<file path="config.mk">
export PLATFORM = sky130hd
export DESIGN_NAME = totalistic_automaton_row_step
export DESIGN_NICKNAME = d
export VERILOG_FILES = /design/src/rtl/tars_pkg.sv /design/src/rtl/totalistic_automaton_row_step.sv /design/src/rtl/tars_cfg.sv /design/src/rtl/tars_ctrl.sv /design/src/rtl/tars_dp.sv
export VERILOG_INCLUDE_DIRS = /design/src /design/src/rtl
export SDC_FILE = /design/constraint.sdc
export NUM_CORES = 1
export LEC_CHECK = 0
export BUFFER_PORTS_ARGS = -buffer_cell sky130_fd_sc_hd__buf_4
export CORE_MARGIN = 8
export CORE_UTILIZATION = 45
export CTS_CLUSTER_SIZE = 40
export DETAILED_ROUTE_END_ITERATION = 8
export PLACE_DENSITY = 0.67
export SLEW_MARGIN = 5
export SYNTH_ARGS = -nofsm -noshare
export SYNTH_HDL_FRONTEND = slang
export SYNTH_SLANG_ARGS = --single-unit
</file>
<file path="constraint.sdc">
create_clock -name clk -period 16.75 [get_ports clk]
set_input_delay 0 -clock clk [delete_from_list [all_inputs] [get_ports clk]]
set_output_delay 0 -clock clk [all_outputs]
set_load 0.05 [all_outputs]
</file>
<file path="src/rtl/totalistic_automaton_row_step_macros.svh">
// Assertion helpers shared by the row step modules.
`ifndef TOTALISTIC_AUTOMATON_ROW_STEP_MACROS_SVH
`define TOTALISTIC_AUTOMATON_ROW_STEP_MACROS_SVH
`ifndef NO_ASSERTIONS
`define TARS_ASSERT_ALWAYS(label, clk, rst_n, cond) \
    label: assert property (@(posedge clk) disable iff (!rst_n) (cond)) \
        else $error("tars: invariant violated");
`define TARS_ASSERT_IMPLY(label, clk, rst_n, ante, cons) \
    label: assert property (@(posedge clk) disable iff (!rst_n) (ante) |-> (cons)) \
        else $error("tars: implication violated");
`define TARS_ASSERT_NEXT(label, clk, rst_n, ante, cons) \
    label: assert property (@(posedge clk) disable iff (!rst_n) (ante) |=> (cons)) \
        else $error("tars: next-cycle check violated");
`else
`define TARS_ASSERT_ALWAYS(label, clk, rst_n, cond)
`define TARS_ASSERT_IMPLY(label, clk, rst_n, ante, cons)
`define TARS_ASSERT_NEXT(label, clk, rst_n, ante, cons)
`endif
`endif

</file>
<file path="src/rtl/tars_pkg.sv">
package tars_pkg;

    localparam int MAX_RADIUS  = 7;
    localparam int MAX_COLUMNS = 4096;
    localparam int RULE_DIGITS = 16;

    localparam int MIN_STATES = 2;
    localparam int MAX_STATES = 6;

    localparam int COL_W       = $clog2(MAX_COLUMNS);
    localparam int RAD_W       = $clog2(MAX_RADIUS + 1);
    localparam int WIN_DEPTH   = 2 * MAX_RADIUS + 1;
    localparam int WIN_IDX_W   = $clog2(WIN_DEPTH);
    localparam int CELL_W      = 8;
    localparam int STATE_W     = 3;
    localparam int DIGIT_W     = 3;
    localparam int RULE_W      = RULE_DIGITS * DIGIT_W;
    localparam int DIGIT_IDX_W = $clog2(RULE_DIGITS);
    localparam int SUM_W       = 12;
    localparam int LEN_W       = $clog2(WIN_DEPTH * (MAX_STATES - 1) + 2);
    localparam int LFSR_W      = 16;
    localparam int LAST_W      = 12;
    localparam int RADIUS_W    = 3;

    localparam int CFG_IDX_W  = 3;
    localparam int CFG_DATA_W = RULE_W;

    localparam logic [CFG_IDX_W-1:0] REG_NUM_STATES   = 3'd0;
    localparam logic [CFG_IDX_W-1:0] REG_RADIUS       = 3'd1;
    localparam logic [CFG_IDX_W-1:0] REG_RULE_TABLE   = 3'd2;
    localparam logic [CFG_IDX_W-1:0] REG_LAST_COLUMN  = 3'd3;
    localparam logic [CFG_IDX_W-1:0] REG_BORDER_RAND  = 3'd4;
    localparam logic [CFG_IDX_W-1:0] REG_BORDER_SEED  = 3'd5;

    localparam logic [LFSR_W-1:0] LFSR_MASK  = 16'hB400;
    localparam logic [LFSR_W-1:0] LFSR_RESET = 16'h0001;

    typedef enum logic [1:0] {
        S_IDLE,
        S_LEFT,
        S_MID,
        S_RIGHT
    } state_t;

    typedef struct packed {
        logic [STATE_W-1:0] k_eff;
        logic [RAD_W-1:0]   r_eff;
        logic [COL_W-1:0]   last_eff;
        logic [RULE_W-1:0]  rule;
        logic               random;
        logic               seed_load;
        logic [LFSR_W-1:0]  seed;
    } cfg_t;

    typedef struct packed {
        logic take;
        logic emit_border;
        logic emit_mid;
    } cmd_t;

    typedef struct packed {
        logic first;
        logic mid;
        logic last_item;
        logic slot_free;
        logic left_done;
        logic right_done;
    } sts_t;

    function automatic logic [LFSR_W-1:0] lfsr_step(input logic [LFSR_W-1:0] x);
        logic [LFSR_W-1:0] y;
        y = x >> 1;
        if (x[0])
        begin
            y = y ^ LFSR_MASK;
        end
        return y;
    endfunction

    // x mod k for k in 2..6, by digit sums: 4 = 1 mod 3, 16 = 1 mod 5
    function automatic logic [STATE_W-1:0] mod_states(input logic [LFSR_W-1:0] x,
                                                      input logic [STATE_W-1:0] k);
        logic [4:0]         s3;
        logic [3:0]         t3;
        logic [5:0]         s5;
        logic [4:0]         t5;
        logic [STATE_W-1:0] m3;
        logic [STATE_W-1:0] m5;
        logic [STATE_W-1:0] res;
        s3 = '0;
        for (int i = 0; i < LFSR_W / 2; i++)
        begin
            s3 = s3 + 5'(x[2*i +: 2]);
        end
        t3 = 4'(s3[4:2]) + 4'(s3[1:0]);
        if (t3 >= 4'd6)
        begin
            t3 = t3 - 4'd6;
        end
        if (t3 >= 4'd3)
        begin
            t3 = t3 - 4'd3;
        end
        m3 = 3'(t3);
        s5 = '0;
        for (int i = 0; i < LFSR_W / 4; i++)
        begin
            s5 = s5 + 6'(x[4*i +: 4]);
        end
        t5 = 5'(s5[5:4]) + 5'(s5[3:0]);
        if (t5 >= 5'd15)
        begin
            t5 = t5 - 5'd15;
        end
        else if (t5 >= 5'd10)
        begin
            t5 = t5 - 5'd10;
        end
        else if (t5 >= 5'd5)
        begin
            t5 = t5 - 5'd5;
        end
        m5 = 3'(t5);
        case (k)
            3'd3:    res = m3;
            3'd4:    res = {1'b0, x[1:0]};
            3'd5:    res = m5;
            3'd6:    res = (m3[0] == x[0]) ? m3 : m3 + 3'd3;
            default: res = {2'b00, x[0]};
        endcase
        return res;
    endfunction

endpackage

</file>
<file path="src/rtl/totalistic_automaton_row_step.sv">
// One generation of a one-dimensional totalistic automaton arrives as a stream of
// old cells in column order, one word per cell; new cells leave in column order as
// words of their own. An old cell is taken while the controller is idle, and its
// results then leave through the single output register at one word per cycle
// while out_stall is low: column 0 yields the r left border cells, the last
// column yields the r+1 right border cells, columns 2r up to the one before the
// last yield one interior cell each, and columns 1 to 2r-1 yield none. The
// controller serves one old cell at a time, and the output register lets the next
// cell in while the final word still waits. Write the registers only between rows
// or with the block drained; writing border_seed reloads the border generator.
module totalistic_automaton_row_step
(
    input  logic                             clk,
    input  logic                             rst_n,
    input  logic                             cfg_valid,
    output logic                             cfg_ready,
    input  logic [tars_pkg::CFG_IDX_W-1:0]   cfg_index,
    input  logic [tars_pkg::CFG_DATA_W-1:0]  cfg_data,
    input  logic                             in_valid,
    output logic                             in_stall,
    input  logic [tars_pkg::CELL_W-1:0]      old_cell,
    output logic                             out_valid,
    input  logic                             out_stall,
    output logic [tars_pkg::STATE_W-1:0]     new_cell,
    output logic [tars_pkg::COL_W-1:0]       column,
    output logic                             is_border,
    output logic                             bad_sum,
    output logic                             row_end
);

    tars_pkg::cfg_t cfg;
    tars_pkg::cmd_t cmd;
    tars_pkg::sts_t sts;

    tars_cfg u_cfg
    (
        .clk       (clk),
        .rst_n     (rst_n),
        .cfg_valid (cfg_valid),
        .cfg_ready (cfg_ready),
        .cfg_index (cfg_index),
        .cfg_data  (cfg_data),
        .cfg       (cfg)
    );

    tars_ctrl u_ctrl
    (
        .clk      (clk),
        .rst_n    (rst_n),
        .in_valid (in_valid),
        .in_stall (in_stall),
        .sts      (sts),
        .cmd      (cmd)
    );

    tars_dp u_dp
    (
        .clk       (clk),
        .rst_n     (rst_n),
        .cfg       (cfg),
        .cmd       (cmd),
        .sts       (sts),
        .old_cell  (old_cell),
        .out_valid (out_valid),
        .out_stall (out_stall),
        .new_cell  (new_cell),
        .column    (column),
        .is_border (is_border),
        .bad_sum   (bad_sum),
        .row_end   (row_end)
    );

endmodule

</file>
<file path="src/rtl/tars_cfg.sv">
module tars_cfg
(
    input  logic                             clk,
    input  logic                             rst_n,
    input  logic                             cfg_valid,
    output logic                             cfg_ready,
    input  logic [tars_pkg::CFG_IDX_W-1:0]   cfg_index,
    input  logic [tars_pkg::CFG_DATA_W-1:0]  cfg_data,
    output tars_pkg::cfg_t                   cfg
);

    logic [tars_pkg::STATE_W-1:0]  num_states_reg;
    logic [tars_pkg::RADIUS_W-1:0] radius_reg;
    logic [tars_pkg::RULE_W-1:0]   rule_reg;
    logic [tars_pkg::LAST_W-1:0]   last_reg;
    logic                          random_reg;
    logic                          wr;
    logic [tars_pkg::LFSR_W-1:0]   seed_in;
    logic [tars_pkg::COL_W-1:0]    last_lim;
    logic [tars_pkg::COL_W-1:0]    two_r;

    assign cfg_ready = 1'b1;
    assign wr        = cfg_valid && cfg_ready;
    assign seed_in   = cfg_data[tars_pkg::LFSR_W-1:0];

    always_ff @(posedge clk or negedge rst_n)
    begin
        if (!rst_n)
        begin
            num_states_reg <= tars_pkg::STATE_W'(2);
            radius_reg     <= tars_pkg::RADIUS_W'(1);
            rule_reg       <= '0;
            last_reg       <= tars_pkg::LAST_W'(639);
            random_reg     <= 1'b0;
        end
        else if (wr)
        begin
            case (cfg_index)
                tars_pkg::REG_NUM_STATES:  num_states_reg <= cfg_data[tars_pkg::STATE_W-1:0];
                tars_pkg::REG_RADIUS:      radius_reg <= cfg_data[tars_pkg::RADIUS_W-1:0];
                tars_pkg::REG_RULE_TABLE:  rule_reg <= cfg_data[tars_pkg::RULE_W-1:0];
                tars_pkg::REG_LAST_COLUMN: last_reg <= cfg_data[tars_pkg::LAST_W-1:0];
                tars_pkg::REG_BORDER_RAND: random_reg <= cfg_data[0];
                default:                   ;
            endcase
        end
    end

    always_comb
    begin
        if (num_states_reg < tars_pkg::STATE_W'(tars_pkg::MIN_STATES))
        begin
            cfg.k_eff = tars_pkg::STATE_W'(tars_pkg::MIN_STATES);
        end
        else if (num_states_reg > tars_pkg::STATE_W'(tars_pkg::MAX_STATES))
        begin
            cfg.k_eff = tars_pkg::STATE_W'(tars_pkg::MAX_STATES);
        end
        else
        begin
            cfg.k_eff = num_states_reg;
        end

        if (radius_reg == '0)
        begin
            cfg.r_eff = tars_pkg::RAD_W'(1);
        end
        else if (32'(radius_reg) > tars_pkg::MAX_RADIUS)
        begin
            cfg.r_eff = tars_pkg::RAD_W'(tars_pkg::MAX_RADIUS);
        end
        else
        begin
            cfg.r_eff = tars_pkg::RAD_W'(radius_reg);
        end

        // limit to MAX_COLUMNS - 1, then widen to at least 2r to fit both borders
        if (32'(last_reg) > tars_pkg::MAX_COLUMNS - 1)
        begin
            last_lim = tars_pkg::COL_W'(tars_pkg::MAX_COLUMNS - 1);
        end
        else
        begin
            last_lim = tars_pkg::COL_W'(last_reg);
        end
        two_r = tars_pkg::COL_W'({cfg.r_eff, 1'b0});
        cfg.last_eff  = (last_lim < two_r) ? two_r : last_lim;
        cfg.rule      = rule_reg;
        cfg.random    = random_reg;
        cfg.seed_load = wr && (cfg_index == tars_pkg::REG_BORDER_SEED);
        cfg.seed      = (seed_in == '0) ? tars_pkg::LFSR_RESET : seed_in;
    end

endmodule

</file>
<file path="src/rtl/tars_ctrl.sv">
`include "totalistic_automaton_row_step_macros.svh"

module tars_ctrl
(
    input  logic            clk,
    input  logic            rst_n,
    input  logic            in_valid,
    output logic            in_stall,
    input  tars_pkg::sts_t  sts,
    output tars_pkg::cmd_t  cmd
);

    tars_pkg::state_t state_reg;
    tars_pkg::state_t state_next;

    always_ff @(posedge clk or negedge rst_n)
    begin
        if (!rst_n)
        begin
            state_reg <= tars_pkg::S_IDLE;
        end
        else
        begin
            state_reg <= state_next;
        end
    end

    always_comb
    begin
        state_next      = state_reg;
        cmd.take        = 1'b0;
        cmd.emit_border = 1'b0;
        cmd.emit_mid    = 1'b0;
        in_stall        = 1'b1;
        case (state_reg)
            tars_pkg::S_IDLE:
            begin
                in_stall = 1'b0;
                if (in_valid)
                begin
                    cmd.take = 1'b1;
                    if (sts.first)
                    begin
                        state_next = tars_pkg::S_LEFT;
                    end
                    else if (sts.mid)
                    begin
                        state_next = tars_pkg::S_MID;
                    end
                    else if (sts.last_item)
                    begin
                        state_next = tars_pkg::S_RIGHT;
                    end
                end
            end
            tars_pkg::S_LEFT:
            begin
                if (sts.slot_free)
                begin
                    cmd.emit_border = 1'b1;
                    if (sts.left_done)
                    begin
                        state_next = tars_pkg::S_IDLE;
                    end
                end
            end
            tars_pkg::S_MID:
            begin
                if (sts.slot_free)
                begin
                    cmd.emit_mid = 1'b1;
                    state_next   = tars_pkg::S_IDLE;
                end
            end
            tars_pkg::S_RIGHT:
            begin
                if (sts.slot_free)
                begin
                    cmd.emit_border = 1'b1;
                    if (sts.right_done)
                    begin
                        state_next = tars_pkg::S_IDLE;
                    end
                end
            end
            default:
            begin
                state_next = tars_pkg::S_IDLE;
            end
        endcase
    end

    `TARS_ASSERT_ALWAYS(a_no_take_while_emit, clk, rst_n, !(cmd.take && (cmd.emit_border || cmd.emit_mid)))
    `TARS_ASSERT_NEXT(a_mid_follows_take, clk, rst_n, cmd.take && !sts.first && sts.mid, state_reg == tars_pkg::S_MID)
    `TARS_ASSERT_NEXT(a_mid_single_word, clk, rst_n, state_reg == tars_pkg::S_MID && sts.slot_free, state_reg == tars_pkg::S_IDLE)

endmodule

</file>
<file path="src/rtl/tars_dp.sv">
`include "totalistic_automaton_row_step_macros.svh"

module tars_dp
(
    input  logic                           clk,
    input  logic                           rst_n,
    input  tars_pkg::cfg_t                 cfg,
    input  tars_pkg::cmd_t                 cmd,
    output tars_pkg::sts_t                 sts,
    input  logic [tars_pkg::CELL_W-1:0]    old_cell,
    output logic                           out_valid,
    input  logic                           out_stall,
    output logic [tars_pkg::STATE_W-1:0]   new_cell,
    output logic [tars_pkg::COL_W-1:0]     column,
    output logic                           is_border,
    output logic                           bad_sum,
    output logic                           row_end
);

    logic [tars_pkg::CELL_W-1:0]  window_reg [tars_pkg::WIN_DEPTH];
    logic [tars_pkg::CELL_W-1:0]  window_next [tars_pkg::WIN_DEPTH];
    logic [tars_pkg::SUM_W-1:0]   sum_reg;
    logic [tars_pkg::SUM_W-1:0]   sum_next;
    logic [tars_pkg::COL_W-1:0]   count_reg;
    logic [tars_pkg::COL_W-1:0]   cur_col_reg;
    logic [tars_pkg::COL_W-1:0]   bcol_reg;
    logic [tars_pkg::LFSR_W-1:0]  lfsr_reg;
    logic                         out_valid_reg;
    logic [tars_pkg::STATE_W-1:0] new_cell_reg;
    logic [tars_pkg::COL_W-1:0]   column_reg;
    logic                         is_border_reg;
    logic                         bad_sum_reg;
    logic                         row_end_reg;

    logic                         first;
    logic [tars_pkg::CELL_W-1:0]  leaving;
    logic [tars_pkg::SUM_W-1:0]   sum_base;
    logic [tars_pkg::COL_W-1:0]   two_r;
    logic [tars_pkg::COL_W-1:0]   r_col;
    logic [tars_pkg::LFSR_W-1:0]  lfsr_stepped;
    logic [tars_pkg::STATE_W-1:0] border_cell;
    logic [tars_pkg::RAD_W:0]     rad2p1;
    logic [tars_pkg::STATE_W-1:0] k_m1;
    logic [tars_pkg::LEN_W-1:0]   rule_len;
    logic                         mid_bad;
    logic [tars_pkg::DIGIT_W-1:0] digit;
    logic [tars_pkg::STATE_W-1:0] mid_cell;

    assign first = (count_reg == '0);
    assign two_r = tars_pkg::COL_W'({cfg.r_eff, 1'b0});
    assign r_col = tars_pkg::COL_W'(cfg.r_eff);

    // shift the window; the first column of a row starts from a clear window
    always_comb
    begin
        leaving = first ? '0 : window_reg[tars_pkg::WIN_IDX_W'({cfg.r_eff, 1'b0})];
        window_next[0] = old_cell;
        for (int i = 1; i < tars_pkg::WIN_DEPTH; i++)
        begin
            window_next[i] = first ? '0 : window_reg[i-1];
        end
        sum_base = first ? '0 : sum_reg;
        sum_next = sum_base + tars_pkg::SUM_W'(old_cell) - tars_pkg::SUM_W'(leaving);
    end

    always_comb
    begin
        lfsr_stepped = tars_pkg::lfsr_step(lfsr_reg);
        border_cell  = cfg.random ? tars_pkg::mod_states(lfsr_stepped, cfg.k_eff) : '0;

        rad2p1   = {cfg.r_eff, 1'b1};
        k_m1     = cfg.k_eff - 3'd1;
        rule_len = tars_pkg::LEN_W'(tars_pkg::LEN_W'(rad2p1) * tars_pkg::LEN_W'(k_m1))
                 + tars_pkg::LEN_W'(1);
        mid_bad  = (sum_reg >= tars_pkg::SUM_W'(rule_len))
                || (sum_reg >= tars_pkg::SUM_W'(tars_pkg::RULE_DIGITS));
        digit    = cfg.rule[sum_reg[tars_pkg::DIGIT_IDX_W-1:0] * tars_pkg::DIGIT_W
                            +: tars_pkg::DIGIT_W];
        if (mid_bad)
        begin
            mid_cell = '0;
        end
        else if (digit > k_m1)
        begin
            mid_cell = k_m1;
        end
        else
        begin
            mid_cell = digit;
        end
    end

    always_comb
    begin
        sts.first      = first;
        sts.mid        = (count_reg >= two_r) && (count_reg < cfg.last_eff);
        sts.last_item  = (count_reg >= cfg.last_eff);
        sts.slot_free  = !out_valid_reg || !out_stall;
        sts.left_done  = (bcol_reg == r_col - tars_pkg::COL_W'(1));
        sts.right_done = (bcol_reg == cfg.last_eff);
    end

    always_ff @(posedge clk or negedge rst_n)
    begin
        if (!rst_n)
        begin
            count_reg     <= '0;
            bcol_reg      <= '0;
            lfsr_reg      <= tars_pkg::LFSR_RESET;
            out_valid_reg <= 1'b0;
        end
        else
        begin
            if (cfg.seed_load)
            begin
                lfsr_reg <= cfg.seed;
            end
            else if (cmd.emit_border && cfg.random)
            begin
                lfsr_reg <= lfsr_stepped;
            end

            if (cmd.take)
            begin
                count_reg <= sts.last_item ? '0 : count_reg + tars_pkg::COL_W'(1);
                bcol_reg  <= first ? '0 : cfg.last_eff - r_col;
            end
            else if (cmd.emit_border)
            begin
                bcol_reg <= bcol_reg + tars_pkg::COL_W'(1);
            end

            if (cmd.emit_border || cmd.emit_mid)
            begin
                out_valid_reg <= 1'b1;
            end
            else if (!out_stall)
            begin
                out_valid_reg <= 1'b0;
            end
        end
    end

    always_ff @(posedge clk)
    begin
        if (cmd.take)
        begin
            for (int i = 0; i < tars_pkg::WIN_DEPTH; i++)
            begin
                window_reg[i] <= window_next[i];
            end
            sum_reg     <= sum_next;
            cur_col_reg <= count_reg;
        end
        if (cmd.emit_border)
        begin
            new_cell_reg  <= border_cell;
            column_reg    <= bcol_reg;
            is_border_reg <= 1'b1;
            bad_sum_reg   <= 1'b0;
            row_end_reg   <= (bcol_reg == cfg.last_eff);
        end
        else if (cmd.emit_mid)
        begin
            new_cell_reg  <= mid_cell;
            column_reg    <= cur_col_reg - r_col;
            is_border_reg <= 1'b0;
            bad_sum_reg   <= mid_bad;
            row_end_reg   <= 1'b0;
        end
    end

    assign out_valid = out_valid_reg;
    assign new_cell  = new_cell_reg;
    assign column    = column_reg;
    assign is_border = is_border_reg;
    assign bad_sum   = bad_sum_reg;
    assign row_end   = row_end_reg;

    `TARS_ASSERT_IMPLY(a_bad_sum_cell, clk, rst_n, out_valid_reg && bad_sum_reg, new_cell_reg == '0 && !is_border_reg)
    `TARS_ASSERT_IMPLY(a_row_end_border, clk, rst_n, out_valid_reg && row_end_reg, is_border_reg)
    `TARS_ASSERT_ALWAYS(a_lfsr_nonzero, clk, rst_n, lfsr_reg != '0)

endmodule
</file>
**Word level (Yosys, flattened, before mapping)**

Memory sizes are Yosys's and may differ from the RTL's.
Cells that the tools add are included.

- Register bits: 152
- Memory bits (writable): 120
- Input port bits: 64
- Output and inout bits: 21
- Logic and storage cells: 173
- Memories kept: 1

Memory list:

| name | words | bits a word | rd ports | clocked after memory_dff | wr ports | line | text |
|---|---|---|---|---|---|---|---|
| u_dp.window_reg | 15 | 8 | 15 | 0 | 15 | tars_dp.sv:20 | `logic [tars_pkg::CELL_W-1:0] window_reg [tars_pkg::WIN_DEPTH];` |

- Add/subtract/negate cells: 27
- Multipliers: 2
- Order comparisons: 14
- Equal/unequal tests: 23
- Shift-type cells: 1
- Muxes and demuxes: 64
- Bitwise gates (word level): 1
- Reduce and logical (&&, ||, !) cells: 23

Operator list:

| operator | count |
|---|---|
| 8-bit two-way mux | 15 |
| 12-bit two-way mux | 8 |
| 16-bit two-way mux | 4 |
| 48-bit by 7-bit variable part select with 3-bit output | 1 |
| 3-bit two-way mux | 13 |
| 5-bit by 2-bit adder with 5-bit output | 6 |
| 12-bit by 1-bit adder with 12-bit output (second input constant) | 2 |
| 12-bit == test | 2 |
| 12-bit by 3-bit subtractor with 12-bit output | 2 |
| 2-bit two-way mux | 9 |
| 16-bit zero test | 1 |
| 3-bit == test (second input constant) | 5 |
| 12-bit by 8-bit adder with 12-bit output | 1 |
| 6-bit by 4-bit adder with 6-bit output | 2 |
| 12-bit greater-or-equal comparator | 1 |
| 12-bit by 4-bit greater-or-equal comparator with 1-bit output | 1 |
| 12-bit by 5-bit greater-or-equal comparator with 1-bit output (second input constant) | 1 |
| 12-bit by 7-bit greater-or-equal comparator with 1-bit output | 1 |
| 12-bit zero test | 1 |
| 12-bit < comparator | 1 |
| 12-bit by 4-bit < comparator with 1-bit output | 1 |
| 1-bit two-way mux | 12 |
| 2-bit != test (second input constant) | 6 |
| 3-bit one-hot mux with 4 select lines | 1 |
| 40 further kinds | 58 |

**Logic depth before layout (Yosys ltp)**

- Depth in word-level cells: 19
- Mapped depth: 23
- Mapped depth without buffers: 22

**Hierarchy**

Synthesis repeated with hierarchy kept, for this count alone.

- Cell total of the unflattened synthesis: 1323
- Area, all modules: 15661.3 um^2

By module, submodules not included:

| module | instances | cells each | area an instance (um^2) | sequential area each (um^2) |
|---|---|---|---|---|
| tars_dp | 1 | 1101 | 12645.9 | 5871.9 |
| tars_cfg | 1 | 203 | 2854.0 | 1689.1 |
| tars_ctrl | 1 | 19 | 161.4 | 50.0 |

**Worst setup path after synthesis**

No wires, ideal clock.

- Kind: flip-flop to flip-flop
- Start: register u_dp.lfsr_reg[0] (netlist bit)
- End: register u_dp.new_cell_reg, in the netlist u_dp.new_cell[1] (data pin)
- Library setup time: 264 ps
- Arrival time: 5684 ps
- Required time: 16486 ps
- Path slack: 10802 ps
- Cell stages (with the launch flop): 22
- Path buffers: 1
- Clock period less this slack: 5948 ps
- Cells stage by stage: dfstp_2 > clkbuf_1 > xor2_1 > xor2_1 > ha_1 > a21oi_1 > fa_1 > inv_1 > fa_1 > ha_1 > fa_1 > ha_1 > fa_1 > inv_1 > mux2_2 > ha_1 > a2111oi_0 > o22ai_1 > ha_1 > mux2i_1 > a211oi_1 > o22ai_1

- Longest elaborated chain between the ends: 14
- Elaborated cells between the ends (all ways): 29
- Classes of those cells: add/sub (13); order compare (5); eq/ne (1); mux (10)

RTL lines:

| item | line | text |
|---|---|---|
| start, declared | tars_dp.sv:27 | `logic [tars_pkg::LFSR_W-1:0] lfsr_reg;` |
| start signal, assigned | tars_dp.sv:109 | `lfsr_reg <= tars_pkg::LFSR_RESET;` |
| start signal, assigned | tars_dp.sv:116 | `lfsr_reg <= cfg.seed;` |
| start signal, assigned | tars_dp.sv:120 | `lfsr_reg <= lfsr_stepped;` |
| 16-bit two-way mux (*) | tars_pkg.sv:73 | `if (x[0])` |
| 5-bit by 2-bit adder with 5-bit output (3 in a row) | tars_pkg.sv:93 | `s3 = s3 + 5'(x[2*i +: 2]);` |
| 3-bit by 2-bit adder with 4-bit output | tars_pkg.sv:95 | `t3 = 4'(s3[4:2]) + 4'(s3[1:0]);` |
| 4-bit by 3-bit subtractor with 4-bit output or 4-bit by 3-bit greater-or-equal comparator with 1-bit output (tied branches) | tars_pkg.sv:98, tars_pkg.sv:96 |  |
| 4-bit two-way mux | tars_pkg.sv:96 | `if (t3 >= 4'd6)` |
| 4-bit by 2-bit greater-or-equal comparator with 1-bit output or 3-bit by 2-bit subtractor with 3-bit output (tied branches) | tars_pkg.sv:100, tars_pkg.sv:102 |  |
| 3-bit two-way mux | tars_pkg.sv:100 | `if (t3 >= 4'd3)` |
| 3-bit by 2-bit adder with 3-bit output or 1-bit == test (tied branches) | tars_pkg.sv:128 | `3'd6: res = (m3[0] == x[0]) ? m3 : m3 + 3'd3;` |
| 3-bit two-way mux | tars_pkg.sv:128 |  |
| 3-bit one-hot mux with 4 select lines (*) | tars_pkg.sv:124 | `case (k)` |
| 3-bit two-way mux (*) | tars_dp.sv:69 | `border_cell = cfg.random ? tars_pkg::mod_states(lfsr_stepped, cfg.k_eff) : '0;` |
| 3-bit two-way mux (*) | tars_dp.sv:155 | `if (cmd.emit_border)` |
| end signal, assigned | tars_dp.sv:157 | `new_cell_reg <= border_cell;` |
| end signal, assigned | tars_dp.sv:165 | `new_cell_reg <= mid_cell;` |
| end, declared | tars_dp.sv:29 | `logic [tars_pkg::STATE_W-1:0] new_cell_reg;` |

Every way passes the cells marked *; elsewhere a longest branch is shown, timed or not.
A chain may end at the register's enable or synchronous reset.

**Worst setup path in the final report**

Same ends and word-level chain as after synthesis.

==> run_results.csv <==
group,metric,value,unit
run_status,outcome,"finished, final reports clean",
routing,wl_met2,16800,µm
timing,tightest_slew,1030,ps
synthesis,synth.distinct_cells,77,
timing,fin_ws,10490,ps
worst_setup_path,cp_max_fo,7,
floorplanning,core_area,34500,µm²
placed_design,dpl.hpwl,24300,µm
routing,wl_per_cell,17.7,µm
timing,final_max_slew_viol_count,0,
final_layout,antennaDiodeCount,0,
final_layout,drive_above_1_share,16.4,%
global_routing,grt_max_degree,98,
timing,max_freq,160,MHz
final_layout,postLayoutCoreUtil,53.3,%
final_layout,largest_reg_flops,120,
routing,wl,35300,µm
timing,final.setup_skew,10.2,ps
routing,drc,0,
floorplanning,die_h,203,µm
synthesis,synthTopCellsByCount,"edfxtp_1 (160), and2_1 (119), nand2_1 (114), inv_1 (109), dfrtp_1 (99)",
synthesis,netlist.top_cell.by_area,"edfxtp_1",
timing,setup_tns,0,ps
timing,setup_viol,0,
synthesis,syn_area,15700,µm²
synthesis,synth.area.top_cells,"edfxtp_1 (31%), dfrtp_1 (16%), ha_1 (7.1%)",
clock_tree,h-tree-depth,1,
placed_design,place.gp.congestion,0.832,
synthesis,async_reset_ff_share,40.4,%
run,drv_cap,0,
synthesis,synth.most_common_cell,"edfxtp_1",
synthesis,synth-edff-count,160,
synthesis,netlist.area_leader.share,30.6,%
routing,routed_via_density,5.39,
clock_tree,cts_buffers,30,
final_layout,area_growth,16.9,%
routing,drtAntennaViolNets,0,
synthesis,yosys_most_used_dff,"edfxtp_1",
timing,finalCriticalPeriod,6260,ps
final_layout,num-fill-cells,2945,
placed_design,place_ws,10530,ps
clock_tree,cts.sinks,272,
global_routing,grt_pass1_vias,10900,
global_routing,antenna_found_initial,0,
floorplanning,start_util,45.6,%
floorplanning,rows,68,
timing,timing.final.hold_violations,0,
final_layout,final_nets,1700,
timing,finalCritPeriodShare,37.4,%
timing,rsz0062_at_grt,"no",
synthesis,syn-num-nets,1571,
worst_setup_path,crit_type,"reg -> reg",
clock_tree,cts_tree,"done",
clock_tree,cts_buffer_depth,3,
routing,drtIter0Drc,605,
global_routing,grt_pass1_wl,57800,µm
floorplanning,io_pins,85,
synthesis,synth_seq_cells,272,
clock_tree,clkTransAtPathRegs,70,ps
synthesis,seq_area_frac_synth,48.4,%
timing,maxSlewHeadroom,31.2,%
clock_tree,post_cts_resize_count,0,
worst_setup_path,critPathLaunchType,"flop",
routing,firstDrtPassIters,4,
routing,wl_met3,1350,µm
global_routing,overflow,0,
routing,routed.top_layer,"met4",
worst_setup_path,crit_required,17050,ps
synthesis,ys_warn_count,0,
worst_hold_path,hold_path.class,"in -> async",
routing,vias,10800,
worst_setup_path,worstPathArrival,6560,ps
placed_design,port_buffers,83,
floorplanning,die_area,41200,µm²
worst_setup_path,endpoint_kind,"flop",
synthesis,syn_inst,1389,
global_routing,grt_usage,17.0,%
clock_tree,clk-insertion-delay-late,560,ps
routing,m1WireLength,16100,µm
floorplanning,die_x,203,µm
synthesis,syn-mean-instance-area,11.3,µm²
clock_tree,clockRootBuffer,"clkbuf_16",
[worst paths after layout]
kind	startpoint	cells past startpoint	slack, ps	end
setup / recovery	u_dp.lfsr_reg[0]	20	10490	u_dp.new_cell[1]
hold / removal	rst_n	2	10	u_dp.count_reg[1]
setup reg to reg	u_dp.lfsr_reg[0]	20	10490	u_dp.new_cell[1]
hold reg to reg	u_dp.is_border	2	450	u_dp.is_border
max in group asynchronous	rst_n	3	15460	u_cfg.rule_reg[17]
min in group clk	cfg_valid	4	40	u_cfg.random_reg
[metal layers]
metal  global-route usage, %  vias up
li1                        -     5172
met1                    22.8     5334
met2                    28.3      195
met3                    2.44       56
met4                    5.23        0
met5                       0        -
[final cells by class]
| cell class | count | area, µm² | share of cell area [%] |
|---|---|---|---|
| Clock buffer | 39 | 805 | 4.38 |
| Clock inverter | 17 | 176 | 0.960 |
| Inverter | 110 | 418 | 2.27 |
| Multi-Input combinational cell | 949 | 7470 | 40.7 |
| Sequential cell | 272 | 7610 | 41.4 |
| Tap cell | 455 | 569 | 3.10 |
| Timing Repair Buffer | 155 | 1320 | 7.19 |
[cells by family (layout without fill, tap and decap cells)]
logic type      after synthesis  in the layout  share of synthesized area, %
compound gates              204            204                          8.60
xor+xnor                     78             78                          4.44
fa+ha+maj                   118            118                          10.8
buf+inv                     168            321                          4.11
flops                       272            272                          48.4
mux                         124            124                          9.56
other cells                   1              1                        0.0239
simple gates                424            424                          14.1
[through the flow]
stage                     instance area [µm²]  cells  hold WS, ps
final                                   18400   1997         10.4
after global routing                    18400   1997         25.3
after CTS                               18400   1997         7.65
after detailed placement                16800   1878         53.6
after global placement                  16800   1878         52.5
after floorplan                         15700   1389         -296
[what timing repair did]
| item | in CTS | in global routing |
|---|---|---|
| hold endpoints to repair | 143 | 0 |
| hold buffers | 63 | 0 |
| buffers inserted | 0 | 0 |
[worst max-delay path: stages, from the launching register on]
cell       delay, ps
dfstp_2          600
xor2_1           390
xor2_1           190
ha_1             170
a21oi_1           50
fa_1             520
inv_1             50
fa_1             470
ha_1             250
fa_1             380
xor2_1           280
fa_1             580
inv_1            170
mux2_2           360
ha_1             260
a2111oi_2        380
xor2_1           160
ha_1             310
mux2i_1           60
a211oi_1         250
o22ai_1          100
[cells in the final DEF, fill, tap and decap left out, types with 6 or more instances in the layout]
cell type	instances
ha_1	89
inv_1	108
and4_1	7
nand2_1	114
nor2_1	69
a21oi_1	37
a31oi_1	14
xnor2_1	40
o21a_1	6
and2_1	119
dfrtp_1	99
o22ai_1	13
edfxtp_1	160
dlygate4sd3_1	63
o21ai_0	52
mux4_2	14
nor2b_1	11
a21o_1	18
nand2b_1	8
mux2i_1	41
a211oi_1	15
nor4_1	11
nand3_1	28
buf_4	92
clkbuf_1	7
clkbuf_16	30
nand4_1	10
and3_1	7
mux2_2	69
xor2_1	37
clkinv_2	6
nor3_1	13
dfstp_2	11
fa_1	29
Power is not shown: default switching activity piles up to over one toggle a cycle in this logic, so the estimate is an artifact.
